### src/rtl/okvt_pkg.sv
package okvt_pkg;

    // default sizes
    localparam int CAPACITY_DEF   = 16;
    localparam int KEY_BITS_DEF   = 32;
    localparam int VALUE_BITS_DEF = 32;

    // field widths on the ports
    localparam int CMD_W    = 3;
    localparam int KEY_W    = 32;
    localparam int VAL_W    = 32;
    localparam int POS_W    = 4;
    localparam int STATUS_W = 3;
    localparam int COUNT_W  = 5;

    // input word layout
    localparam int CMD_LSB   = 0;
    localparam int KEY_LSB   = CMD_LSB + CMD_W;
    localparam int VAL_LSB   = KEY_LSB + KEY_W;
    localparam int POS_LSB   = VAL_LSB + VAL_W;
    localparam int S_TDATA_W = ((POS_LSB + POS_W + 7) / 8) * 8;
    localparam int M_TDATA_W = ((STATUS_W + KEY_W + VAL_W + COUNT_W + 7) / 8) * 8;

    // request codes
    localparam logic [CMD_W-1:0] CMD_INSERT    = 3'd0;
    localparam logic [CMD_W-1:0] CMD_UPDATE    = 3'd1;
    localparam logic [CMD_W-1:0] CMD_UPSERT    = 3'd2;
    localparam logic [CMD_W-1:0] CMD_ERASE     = 3'd3;
    localparam logic [CMD_W-1:0] CMD_LOOKUP    = 3'd4;
    localparam logic [CMD_W-1:0] CMD_READ_POS  = 3'd5;

    // status codes
    localparam logic [STATUS_W-1:0] ST_OK        = 3'd0;
    localparam logic [STATUS_W-1:0] ST_NOT_FOUND = 3'd1;
    localparam logic [STATUS_W-1:0] ST_PRESENT   = 3'd2;
    localparam logic [STATUS_W-1:0] ST_FULL      = 3'd3;
    localparam logic [STATUS_W-1:0] ST_RANGE     = 3'd4;

    typedef enum logic [2:0] {
        S_IDLE,
        S_SEARCH,
        S_SHIFT,
        S_RDPOS,
        S_DONE
    } t_state;

    // result word, status in the lowest bits
    typedef struct packed {
        logic [COUNT_W-1:0]  entry_count;
        logic [VAL_W-1:0]    value_out;
        logic [KEY_W-1:0]    key_out;
        logic [STATUS_W-1:0] status;
    } t_result;

    typedef struct packed {
        logic key_we;
        logic val_we;
    } t_mem_we;

endpackage

### src/rtl/okvt_mem.sv
module okvt_mem #(
    parameter int DEPTH = 16,
    parameter int AW    = 4,
    parameter int KW    = 32,
    parameter int VW    = 32
) (
    input  logic             i_clk,
    input  logic [AW-1:0]    i_raddr,
    output logic [KW-1:0]    o_rkey,
    output logic [VW-1:0]    o_rval,
    input  logic [AW-1:0]    i_waddr,
    input  okvt_pkg::t_mem_we i_we,
    input  logic [KW-1:0]    i_wkey,
    input  logic [VW-1:0]    i_wval
);
    import okvt_pkg::*;

    logic [KW-1:0] r_key_mem [DEPTH];
    logic [VW-1:0] r_val_mem [DEPTH];

    // a read of an entry written in the same cycle returns the old data
    always_ff @(posedge i_clk) begin
        if (i_we.key_we) begin
            r_key_mem[i_waddr] <= i_wkey;
        end
        if (i_we.val_we) begin
            r_val_mem[i_waddr] <= i_wval;
        end
        o_rkey <= r_key_mem[i_raddr];
        o_rval <= r_val_mem[i_raddr];
    end

endmodule

### src/rtl/okvt_ctrl.sv
module okvt_ctrl #(
    parameter int CAPACITY = 16,
    parameter int AW       = 4,
    parameter int CW       = 5,
    parameter int KW       = 32,
    parameter int VW       = 32
) (
    input  logic                          i_clk,
    input  logic                          i_rst_n,
    input  logic                          i_in_valid,
    output logic                          o_in_ready,
    input  logic [okvt_pkg::CMD_W-1:0]    i_cmd,
    input  logic [KW-1:0]                 i_key,
    input  logic [VW-1:0]                 i_val,
    input  logic [okvt_pkg::POS_W-1:0]    i_pos,
    output logic                          o_res_valid,
    input  logic                          i_res_ready,
    output okvt_pkg::t_result             o_res,
    output logic [AW-1:0]                 o_raddr,
    input  logic [KW-1:0]                 i_rkey,
    input  logic [VW-1:0]                 i_rval,
    output logic [AW-1:0]                 o_waddr,
    output okvt_pkg::t_mem_we             o_we,
    output logic [KW-1:0]                 o_wkey,
    output logic [VW-1:0]                 o_wval
);
    import okvt_pkg::*;

    t_state              r_state, n_state;
    logic [CW-1:0]       r_count, n_count;
    logic                r_chk, n_chk;
    logic [CW-1:0]       r_rd_idx, n_rd_idx;
    logic [AW-1:0]       r_chk_idx, n_chk_idx;
    logic [CMD_W-1:0]    r_cmd, n_cmd;
    logic [KW-1:0]       r_key, n_key;
    logic [VW-1:0]       r_val, n_val;
    logic [STATUS_W-1:0] r_status, n_status;
    logic [KW-1:0]       r_kout, n_kout;
    logic [VW-1:0]       r_vout, n_vout;

    logic issue;
    logic hit;
    logic full;
    logic pos_ok;
    logic in_acc;

    assign issue  = r_rd_idx < r_count;
    assign hit    = r_chk && (i_rkey == r_key);
    assign full   = r_count == CW'(CAPACITY);
    assign pos_ok = 32'(i_pos) < 32'(r_count);
    assign in_acc = i_in_valid && o_in_ready;

    // next state
    always_comb begin
        n_state = r_state;
        case (r_state)
            S_IDLE: begin
                if (i_in_valid) begin
                    case (i_cmd)
                        CMD_INSERT, CMD_UPDATE, CMD_UPSERT, CMD_ERASE, CMD_LOOKUP: begin
                            n_state = S_SEARCH;
                        end
                        CMD_READ_POS: begin
                            n_state = pos_ok ? S_RDPOS : S_DONE;
                        end
                        default: begin
                            n_state = S_DONE;
                        end
                    endcase
                end
            end
            S_SEARCH: begin
                if (hit) begin
                    n_state = (r_cmd == CMD_ERASE) ? S_SHIFT : S_DONE;
                end else if (!issue) begin
                    n_state = S_DONE;
                end
            end
            S_SHIFT: begin
                if (!issue) begin
                    n_state = S_DONE;
                end
            end
            S_RDPOS: begin
                n_state = S_DONE;
            end
            S_DONE: begin
                if (i_res_ready) begin
                    n_state = S_IDLE;
                end
            end
            default: begin
                n_state = S_IDLE;
            end
        endcase
    end

    // datapath and memory controls
    always_comb begin
        n_count   = r_count;
        n_chk     = r_chk;
        n_rd_idx  = r_rd_idx;
        n_chk_idx = r_chk_idx;
        n_cmd     = r_cmd;
        n_key     = r_key;
        n_val     = r_val;
        n_status  = r_status;
        n_kout    = r_kout;
        n_vout    = r_vout;
        o_raddr   = r_rd_idx[AW-1:0];
        o_waddr   = r_chk_idx;
        o_we      = '0;
        o_wkey    = r_key;
        o_wval    = r_val;
        case (r_state)
            S_IDLE: begin
                if (i_in_valid) begin
                    n_cmd    = i_cmd;
                    n_key    = i_key;
                    n_val    = i_val;
                    n_rd_idx = '0;
                    n_chk    = 1'b0;
                    n_status = ST_OK;
                    n_kout   = '0;
                    n_vout   = '0;
                    if (i_cmd == CMD_READ_POS) begin
                        o_raddr = AW'(i_pos);
                        if (!pos_ok) begin
                            n_status = ST_RANGE;
                        end
                    end
                end
            end
            S_SEARCH: begin
                if (hit) begin
                    case (r_cmd)
                        CMD_INSERT: begin
                            n_status = ST_PRESENT;
                        end
                        CMD_UPDATE, CMD_UPSERT: begin
                            o_we.val_we = 1'b1;
                            o_waddr     = r_chk_idx;
                        end
                        CMD_ERASE: begin
                            n_rd_idx = CW'(r_chk_idx) + CW'(1);
                            n_chk    = 1'b0;
                        end
                        CMD_LOOKUP: begin
                            n_vout = i_rval;
                        end
                        default: begin
                            n_status = ST_OK;
                        end
                    endcase
                end else if (issue) begin
                    o_raddr   = r_rd_idx[AW-1:0];
                    n_chk     = 1'b1;
                    n_chk_idx = r_rd_idx[AW-1:0];
                    n_rd_idx  = r_rd_idx + CW'(1);
                end else begin
                    // key absent
                    case (r_cmd)
                        CMD_INSERT, CMD_UPSERT: begin
                            if (full) begin
                                n_status = ST_FULL;
                            end else begin
                                o_we.key_we = 1'b1;
                                o_we.val_we = 1'b1;
                                o_waddr     = r_count[AW-1:0];
                                n_count     = r_count + CW'(1);
                            end
                        end
                        default: begin
                            n_status = ST_NOT_FOUND;
                        end
                    endcase
                end
            end
            S_SHIFT: begin
                // move the entry read last cycle one place down
                if (r_chk) begin
                    o_we.key_we = 1'b1;
                    o_we.val_we = 1'b1;
                    o_waddr     = r_chk_idx - AW'(1);
                    o_wkey      = i_rkey;
                    o_wval      = i_rval;
                end
                if (issue) begin
                    o_raddr   = r_rd_idx[AW-1:0];
                    n_chk     = 1'b1;
                    n_chk_idx = r_rd_idx[AW-1:0];
                    n_rd_idx  = r_rd_idx + CW'(1);
                end else begin
                    n_chk   = 1'b0;
                    n_count = r_count - CW'(1);
                end
            end
            S_RDPOS: begin
                n_kout = i_rkey;
                n_vout = i_rval;
            end
            default: begin
                n_status = r_status;
            end
        endcase
    end

    assign o_in_ready  = r_state == S_IDLE;
    assign o_res_valid = r_state == S_DONE;

    always_comb begin
        o_res.status      = r_status;
        o_res.key_out     = KEY_W'(r_kout);
        o_res.value_out   = VAL_W'(r_vout);
        o_res.entry_count = COUNT_W'(r_count);
    end

    always_ff @(posedge i_clk) begin
        if (!i_rst_n) begin
            r_state <= S_IDLE;
            r_count <= '0;
            r_chk   <= 1'b0;
        end else begin
            r_state <= n_state;
            r_count <= n_count;
            r_chk   <= n_chk;
        end
    end

    always_ff @(posedge i_clk) begin
        r_rd_idx  <= n_rd_idx;
        r_chk_idx <= n_chk_idx;
        r_cmd     <= n_cmd;
        r_key     <= n_key;
        r_val     <= n_val;
        r_status  <= n_status;
        r_kout    <= n_kout;
        r_vout    <= n_vout;
    end

    a_count_bound: assert property (@(posedge i_clk) disable iff (!i_rst_n)
        r_count <= CW'(CAPACITY))
        else $error("entry count above capacity");

    a_count_step: assert property (@(posedge i_clk) disable iff (!i_rst_n)
        $past(i_rst_n) |-> (r_count == $past(r_count)
            || r_count == $past(r_count) + CW'(1)
            || r_count == $past(r_count) - CW'(1)))
        else $error("entry count moved by more than one");

    a_write_state: assert property (@(posedge i_clk) disable iff (!i_rst_n)
        (o_we.key_we || o_we.val_we) |-> (r_state == S_SEARCH || r_state == S_SHIFT))
        else $error("store written outside search or shift");

    a_busy_after_accept: assert property (@(posedge i_clk) disable iff (!i_rst_n)
        in_acc |=> r_state != S_IDLE)
        else $error("sequencer idle right after taking a word");

endmodule

### src/rtl/ordered_key_value_table.sv
// channel   direction  tdata bits (lowest first)
// s_axis    in         cmd[2:0] key[34:3] value[66:35] position[70:67] zero[71]
// m_axis    out        status[2:0] key_out[34:3] value_out[66:35] entry_count_out[71:67]
//
// key requests search one entry per cycle through the single read port of the memory;
// an erase hit then moves the later entries down; each result word reaches m_axis
// through the output register once the sequencer finishes; reset clears only the entry count,
// the sequencer and the output valid flag, and the stores need no clearing pass;
// a stalled output word holds in the output register, and the sequencer keeps its result
// and takes no new word until that register is free
module ordered_key_value_table #(
    parameter int CAPACITY   = okvt_pkg::CAPACITY_DEF,
    parameter int KEY_BITS   = okvt_pkg::KEY_BITS_DEF,
    parameter int VALUE_BITS = okvt_pkg::VALUE_BITS_DEF
) (
    input  logic                             i_clk,
    input  logic                             i_rst_n,
    // cmd, key, value, position
    input  logic [okvt_pkg::S_TDATA_W-1:0]   s_axis_tdata,
    input  logic                             s_axis_tvalid,
    output logic                             s_axis_tready,
    // status, key_out, value_out, entry_count_out
    output logic [okvt_pkg::M_TDATA_W-1:0]   m_axis_tdata,
    output logic                             m_axis_tvalid,
    input  logic                             m_axis_tready
);
    import okvt_pkg::*;

    // keys and values above 32 bits never see more than the 32 port bits
    localparam int KS = (KEY_BITS > KEY_W) ? KEY_W : KEY_BITS;
    localparam int VS = (VALUE_BITS > VAL_W) ? VAL_W : VALUE_BITS;
    localparam int AW = $clog2(CAPACITY);
    localparam int CW = $clog2(CAPACITY + 1);

    // word fields
    logic [CMD_W-1:0] in_cmd;
    logic [KS-1:0]    in_key;
    logic [VS-1:0]    in_val;
    logic [POS_W-1:0] in_pos;

    assign in_cmd = s_axis_tdata[CMD_LSB +: CMD_W];
    assign in_key = s_axis_tdata[KEY_LSB +: KS];
    assign in_val = s_axis_tdata[VAL_LSB +: VS];
    assign in_pos = s_axis_tdata[POS_LSB +: POS_W];

    // sequencer to memory
    logic [AW-1:0] raddr;
    logic [AW-1:0] waddr;
    logic [KS-1:0] rkey;
    logic [VS-1:0] rval;
    logic [KS-1:0] wkey;
    logic [VS-1:0] wval;
    t_mem_we       we;

    // sequencer to output register
    t_result res;
    logic    res_valid;
    logic    out_free;

    logic    r_out_valid;
    t_result r_out;

    okvt_mem #(
        .DEPTH (CAPACITY),
        .AW    (AW),
        .KW    (KS),
        .VW    (VS)
    ) u_mem (
        .i_clk   (i_clk),
        .i_raddr (raddr),
        .o_rkey  (rkey),
        .o_rval  (rval),
        .i_waddr (waddr),
        .i_we    (we),
        .i_wkey  (wkey),
        .i_wval  (wval)
    );

    okvt_ctrl #(
        .CAPACITY (CAPACITY),
        .AW       (AW),
        .CW       (CW),
        .KW       (KS),
        .VW       (VS)
    ) u_ctrl (
        .i_clk       (i_clk),
        .i_rst_n     (i_rst_n),
        .i_in_valid  (s_axis_tvalid),
        .o_in_ready  (s_axis_tready),
        .i_cmd       (in_cmd),
        .i_key       (in_key),
        .i_val       (in_val),
        .i_pos       (in_pos),
        .o_res_valid (res_valid),
        .i_res_ready (out_free),
        .o_res       (res),
        .o_raddr     (raddr),
        .i_rkey      (rkey),
        .i_rval      (rval),
        .o_waddr     (waddr),
        .o_we        (we),
        .o_wkey      (wkey),
        .o_wval      (wval)
    );

    // output register: takes a result when empty or when its word leaves this cycle
    assign out_free = !r_out_valid || m_axis_tready;

    always_ff @(posedge i_clk) begin
        if (!i_rst_n) begin
            r_out_valid <= 1'b0;
        end else if (out_free) begin
            r_out_valid <= res_valid;
        end
    end

    always_ff @(posedge i_clk) begin
        if (out_free && res_valid) begin
            r_out <= res;
        end
    end

    assign m_axis_tvalid = r_out_valid;
    assign m_axis_tdata  = M_TDATA_W'(r_out);

endmodule
### config.mk
export PLATFORM = sky130hd
export DESIGN_NAME = ordered_key_value_table
export DESIGN_NICKNAME = d
export VERILOG_FILES = /design/src/rtl/okvt_pkg.sv /design/src/rtl/okvt_mem.sv /design/src/rtl/okvt_ctrl.sv /design/src/rtl/ordered_key_value_table.sv
export SDC_FILE = /design/constraint.sdc
export NUM_CORES = 2
export LEC_CHECK = 0
export ABC_AREA = 1
export BUFFER_PORTS_ARGS = -buffer_cell sky130_fd_sc_hd__buf_2
export CAP_MARGIN = 20
export CORE_ASPECT_RATIO = 0.5
export CORE_MARGIN = 8
export CORE_UTILIZATION = 55
export CTS_CLUSTER_DIAMETER = 40
export DETAILED_ROUTE_END_ITERATION = 6
export PLACE_DENSITY = 0.76
export RECOVER_POWER = 25
export SYNTH_ARGS = -nofsm -noshare
export SYNTH_HDL_FRONTEND = slang
export SYNTH_SLANG_ARGS = --single-unit
export TNS_END_PERCENT = 30
### constraint.sdc
create_clock -name i_clk -period 10.5 [get_ports i_clk]
set_clock_uncertainty 0.15 [all_clocks]
set_input_delay 0.525 -clock i_clk [delete_from_list [all_inputs] [get_ports i_clk]]
set_output_delay 0.525 -clock i_clk [all_outputs]
set_load 0.005 [all_outputs]
# [After elaboration in Yosys (flattened, before gate mapping)]
# Memories as Yosys holds them, arrays and structs flattened. A register that Yosys moved wholly into a read port is not among the register bits.
# Index checks and enable logic that the tools add are counted.
[op_classes] n_eq_ne=29 order_cmp=2 muxes=67 addsub=5 n_reduce_logical=25
[op_table] operator="$mux 32" n=7
[op_table] operator="$pmux 32 s3" n=1
[op_table] operator="$pmux 32 s2" n=1
[op_table] operator="$mux 5" n=9
[op_table] operator="$mux 4" n=10
[op_table] operator="$mux 3" n=13
[op_table] operator="$eq 32x32->1" n=1
[op_table] operator="$eq 3x2->1 const B" n=6
[op_table] operator="$pmux 3 s2" n=3
[op_table] operator="$pmux 4 s2" n=2
[op_table] operator="$pmux 3 s5" n=1
[op_table] operator="$pmux 5 s3" n=1
[op_table] operator="$ne 2x2->1 const B" n=7
[op_table] operator="$eq 3x3->1 const B" n=4
[op_table] operator="$mux 1" n=12
[op_table] operator="$add 5x1->5 const B" n=2
[op_table] operator="$pmux 5 s2" n=1
[op_table] operator="$eq 3x1->1 const B" n=3
[op_table] operator="$logic_not 3->1" n=3
[op_table] operator="$ne 3x3->1 const B" n=3
[op_table] operator="$mux 2" n=4
[op_table] operator="$reduce_and 2->1" n=4
[op_table] operator="$reduce_and 4->1" n=2
[op_table] operator="$reduce_and 6->1" n=1
[op_table] operator="other kinds (21)" n=27
[totals] memories=2 register_bits=225 ram_bits=1024 in_bits=76 elab_cells=146
[memory_table] memory="u_mem.r_key_mem" words=16 width=32 read_ports=1 rd_ports_with_merged_regs=1 wr=1 line="okvt_mem.sv:18" source="logic [KW-1:0] r_key_mem [DEPTH];"
[memory_table] memory="u_mem.r_val_mem" words=16 width=32 read_ports=1 rd_ports_with_merged_regs=1 wr=1 line="okvt_mem.sv:19" source="logic [VW-1:0] r_val_mem [DEPTH];"

# [Longest topological paths before layout]
[logic_depth] depth_word=8 depth_mapped=17 mapped_depth_nobuf=17

# [By module]
# Synthesis repeated with hierarchy kept, for this count alone.
[hier_totals] cells_unflattened=5234 hier_area_um2=55490.7
[modules_own_cells] mod="okvt_mem" seq_area_each_um2=32030.7 cells_per_inst=4244 instances=1 area_per_inst_um2=45384.8
[modules_own_cells] mod="okvt_ctrl" seq_area_each_um2=4474.3 cells_per_inst=911 instances=1 area_per_inst_um2=7892.6
[modules_own_cells] mod="ordered_key_value_table" seq_area_each_um2=2182.1 cells_per_inst=79 instances=1 area_per_inst_um2=2213.4

# [Least setup slack after synthesis]
# No wires, ideal clock.
[synth_timing] path_kind="input to register" startpoint="input m_axis_tready" endpoint="register r_out, in the netlist m_axis_tdata[0] (enable)" t_arrival_ns=7.375 cell_stages=2 slack_ns=2.296 required_ns=9.670 cell_sequence="nor2_1 -> nor4_1"
[synth_via] elab_chain_len=2
[synth_rtl] element="start, declared" line="ordered_key_value_table.sv:25" source="input logic m_axis_tready"
[synth_rtl] element="$logic_or 1x1->1" line="ordered_key_value_table.sv:107" source="assign out_free = !r_out_valid || m_axis_tready;"
[synth_rtl] element="$logic_and 1x1->1" line="ordered_key_value_table.sv:118" source="if (out_free && res_valid) begin"
[synth_rtl] element="end signal, assigned" line="ordered_key_value_table.sv:119" source="r_out <= res;"
[synth_rtl] element="end, declared" line="ordered_key_value_table.sv:61" source="t_result r_out;"
# No other way between the ends.
# A chain may end at the register's enable or synchronous reset.

# [Worst setup path after layout]
[layout_timing] startpoint="register u_ctrl.r_state[1]" endpoint="memory u_mem.r_key_mem[0][16] (enable)"
[layout_via] elab_chain_len=4
[layout_rtl] element="start, declared" line="okvt_ctrl.sv:29" source="t_state r_state, n_state;"
[layout_rtl] element="start signal, assigned" line="okvt_ctrl.sv:224" source="r_state <= n_state;"
[layout_rtl] element="$eq 3x2->1 / $eq 3x1->1 (equally long branches)" line="okvt_ctrl.sv:115" source="case (r_state)"
[layout_rtl] element="$pmux 2 s2" line="okvt_ctrl.sv:115"
[layout_rtl] element="$mux 1" line="okvt_mem.sv:23" source="if (i_we.key_we) begin"
[layout_rtl] element="$mux 1 (implied by the code)" line="okvt_mem.sv:24" source="r_key_mem[i_waddr] <= i_wkey;"
[layout_rtl] element="end, declared" line="okvt_mem.sv:18"
# Parallel ways exist; a longest one is shown, timed or not.

==> summary.txt <==
Worst setup path
  – Req. time, crit path: 10.68 ns
  – WS Path Type: reg -> reg
  – Peak fanout along the critical path: 68
  – Critical Path AT: 7.10 ns
  – Startpoint types: flip-flop
  – Capturing element type of the critical path: flip-flop

Place
  – DP Area: 54010 um2
  – DP HPWL: 58.23 mm
  – Final GP Congestion: 0.8593
  – Port-buffer cells: 148

Finish
  – Most frequent cells in the layout: edfxtp_1, o21ai_0, nor2_1, o211ai_1, nand2_1
  – Seq. cell area: 38690 um2
  – Fin area: 58580 um2
  – Layout fillers: 6575
  – Layout cells sized above 1: 13.44%
  – Multi-input logic area: 11250 um2
  – # diodes: 0
  – Nets: 4182
  – Area delta synth->final: 13.59%
  – Commonest non-fill, non-tap cell in the layout: edfxtp_1

Power and ir drop
  – Sw Ratio: 27.96%
  – Power per cell area: 220.7 nW/um2
  – Gate power share: 17.2%
  – Clock group share of total power: 34.5%
  – Reg power frac: 48.3%
  – Worst ir drop on vdd: 0.1592 mV
  – Internal power: 9.314 mW
  – P_sw: 3.614 mW
  – Static Leak: 19.84 nW

Timing
  – Setup TNS: 0 ns
  – Setup violators final: 0
  – Period utilization: 65.91%
  – Least-Margin Pin Slew: 3.491 ns
  – Fin. Hold Viols: 0
  – Hold Slack: 0.1830 ns
  – Tmin final: 6.921 ns
  – FMAX: 0.1445 GHz
  – Unrepaired setup endpoints after global routing: false
  – Final max-slew violation count: 284
  – Worst slew margin: -132.7%

GRT
  – Largest net degree at the start of global routing: 266
  – First-pass GRT wire length: 183.7 mm
  – Vias in the first global route: 31890
  – Global Route Usage Sum: 22.70%
  – Total gr overflow: 0
  – Initial antenna violation count: 0

Synth
  – Synthesized instance count: 3870
  – Post-synth EDFFs: 1239
  – Yosys cell types: 40
  – Syn avg cell area: 13.33 um2
  – Warnings from Yosys: 0
  – Async SR Flop Fraction: 0%
  – Synth Flop Type: edfxtp_1
  – Syn nets: 3960
  – Yosys reg bits: 1313
  – Mapped Area: 51570 um2
  – Seq/Total Area, Yosys: 75.02%

Floorplan
  – Starting Density: 55.50%
  – Core area: 92910 um2
  – Die area: 104400 um2
  – Die height: 232.5 um
  – Std cell rows: 79
  – Top-Level Pins: 150
  – Chip Width: 449.0 um

Worst hold path
  – Hold Crit Class: in -> reg

CTS
  – TritonCTS Buffers: 116
  – CTS H-tree depth: 3
  – Clock Tree Root: clkbuf_16
  – CTS sink count: 1313
  – Buffers from clock root to sink, at most: 3
  – Post-CTS Resized: 0
  – Worst-path clk slew: 0.06 ns
  – Worst-Skew Late Latency: 0.72 ns
  – TritonCTS clock tree: yes

Routing
  – Pre-antenna DRT Iters: 6
  – Starting DRT DRC Count: 4068
  – Routed len/inst: 22.51 um
  – WL final: 122.7 mm
  – Post-route DRC violation count: 0
  – Post-route ant nets: 0
  – Vias: 32470
  – Vias per Instance: 5.956

Run status
  – Failing checks: capacitance limit, slew limit
  – Outcome: complete, but fails checks

Flow run
  – Max-cap violation count: 7
through the flow:
step	setup WS (ns)	total power [mW]	util [%]	std cells
3_3_place_gp	5.854	8.421	58.01	5139
5_1_grt	3.233	13.44	63.05	5451
3_5_place_dp	5.684	8.517	58.12	5159
6_report	3.579	12.93	63.05	5451
2_1_floorplan	2.296	7.847	-	3870
4_1_cts	5.862	12.97	63.23	5450
registers in the layout, summed over array words and instances (netlist names), 3 cells and up:
register          count
u_mem.o_rval         32
u_ctrl.r_state        3
u_ctrl.r_count        5
u_ctrl.r_status       3
m_axis_tdata         72
u_ctrl.r_kout        32
u_mem.r_key_mem     512
u_ctrl.r_rd_idx       5
u_ctrl.r_key         32
u_mem.o_rkey         32
u_mem.r_val_mem     512
u_ctrl.r_chk_idx      4
u_ctrl.r_vout        32
u_ctrl.r_val         32
u_ctrl.r_cmd          3
cell usage after synthesis, types with 2 or more instances:
cell type,number,share of area [%]
o21ai_0,488,4.7
a21oi_1,16,0.16
inv_1,204,1.5
xnor2_1,4,0.068
buf_1,27,0.20
buf_6,3,0.066
buf_4,18,0.26
buf_2,70,0.68
o211ai_1,349,5.1
o221ai_1,50,0.85
o21ai_1,31,0.30
clkbuf_1,116,0.84
ha_1,13,0.32
xor2_1,7,0.12
dfxtp_1,74,2.9
inv_2,7,0.051
a31oi_1,2,0.024
nor2_1,477,3.5
nor3_1,19,0.18
o21bai_1,5,0.073
o22ai_1,3,0.036
edfxtp_1,1239,72
nand3_1,146,1.4
or2_2,143,1.7
nand2_1,332,2.4
nand4_1,13,0.16
per-layer routing:
| metal | share of wire [%] | wire length, um | up-vias | GRT usage, % |
|---|---|---|---|---|
| met2 | 48 | 59060 | 1608 | 38.25 |
| met1 | 40 | 49140 | 15940 | 30.39 |
| met4 | 3.3 | 4006 | 0 | 8.061 |
| met5 | 0 | 0 | - | 0 |
| met3 | 8.5 | 10480 | 272 | 3.495 |
| li1 | - | - | 14650 | - |
worst max-delay path: stages, from the launching register on:
cell	delay (ns)
dfxtp_1	0.40
inv_1	0.12
nor3_1	0.67
inv_1	0.34
nor2_4	0.14
clkbuf_1	2.47
inv_2	-0.04
buf_4	0.49
nand3_1	0.15
o21ai_0	0.09
inv_1	0.08
nand2_1	0.14
nor2_1	0.28
nand3_1	0.25
nor2_4	0.13
buf_4	0.61
cells by family (layout without fill, tap and decap cells):
| family | after synthesis | in the layout | synth area share [%] |
|---|---|---|---|
| AO/OA/AOI/OAI | 946 | 946 | 11.30 |
| XOR/XNOR | 11 | 11 | 0.1868 |
| adder cells (fa/ha/maj) | 14 | 14 | 0.3542 |
| buffers and inverters | 448 | 774 | 3.613 |
| flip-flops | 1313 | 1313 | 75.02 |
| AND/OR/NAND/NOR | 1138 | 1138 | 9.525 |
power by group through the flow:
| stage | clock network (mW) | logic [mW] | registers [mW] |
|---|---|---|---|
| floorplan | 0 | 1.54 | 6.30 |
| global placement | 0 | 2.08 | 6.34 |
| detailed placement | 0 | 2.18 | 6.34 |
| CTS | 4.52 | 2.22 | 6.23 |
| global route | 4.72 | 2.46 | 6.26 |
| finish | 4.47 | 2.22 | 6.24 |
path summary, 6_finish.rpt:
| path | from | endpoint | slack [ns] | cells past startpoint |
|---|---|---|---|---|
| worst min register to register | u_ctrl.r_vout[5] | m_axis_tdata[40] | 0.25 | 0 |
| worst max-delay path | u_ctrl.r_state[1] | u_mem.r_key_mem[0][16] | 3.58 | 15 |
| worst min-delay path | s_axis_tvalid | u_ctrl.r_state[0] | 0.18 | 7 |
| worst max register to register | u_ctrl.r_state[1] | u_mem.r_key_mem[0][16] | 3.58 | 15 |
cell type report:
class                      instances  area share, %
clock buffer                     154          5.496
sequential                      1313          66.04
tap                             1255          2.681
timing repair buffer             339          3.751
multi-input combinational       2109          19.21
inverter                         213          1.399
clock inverter                    68          1.423
timing repair:
| action | in CTS | in global routing |
|---|---|---|
| buffers inserted | 0 | 0 |
| hold buffers | 69 | 0 |
| endpoints found under the hold margin | 76 | 0 |
No activity file was read; power rests on OpenSTA's default activity.
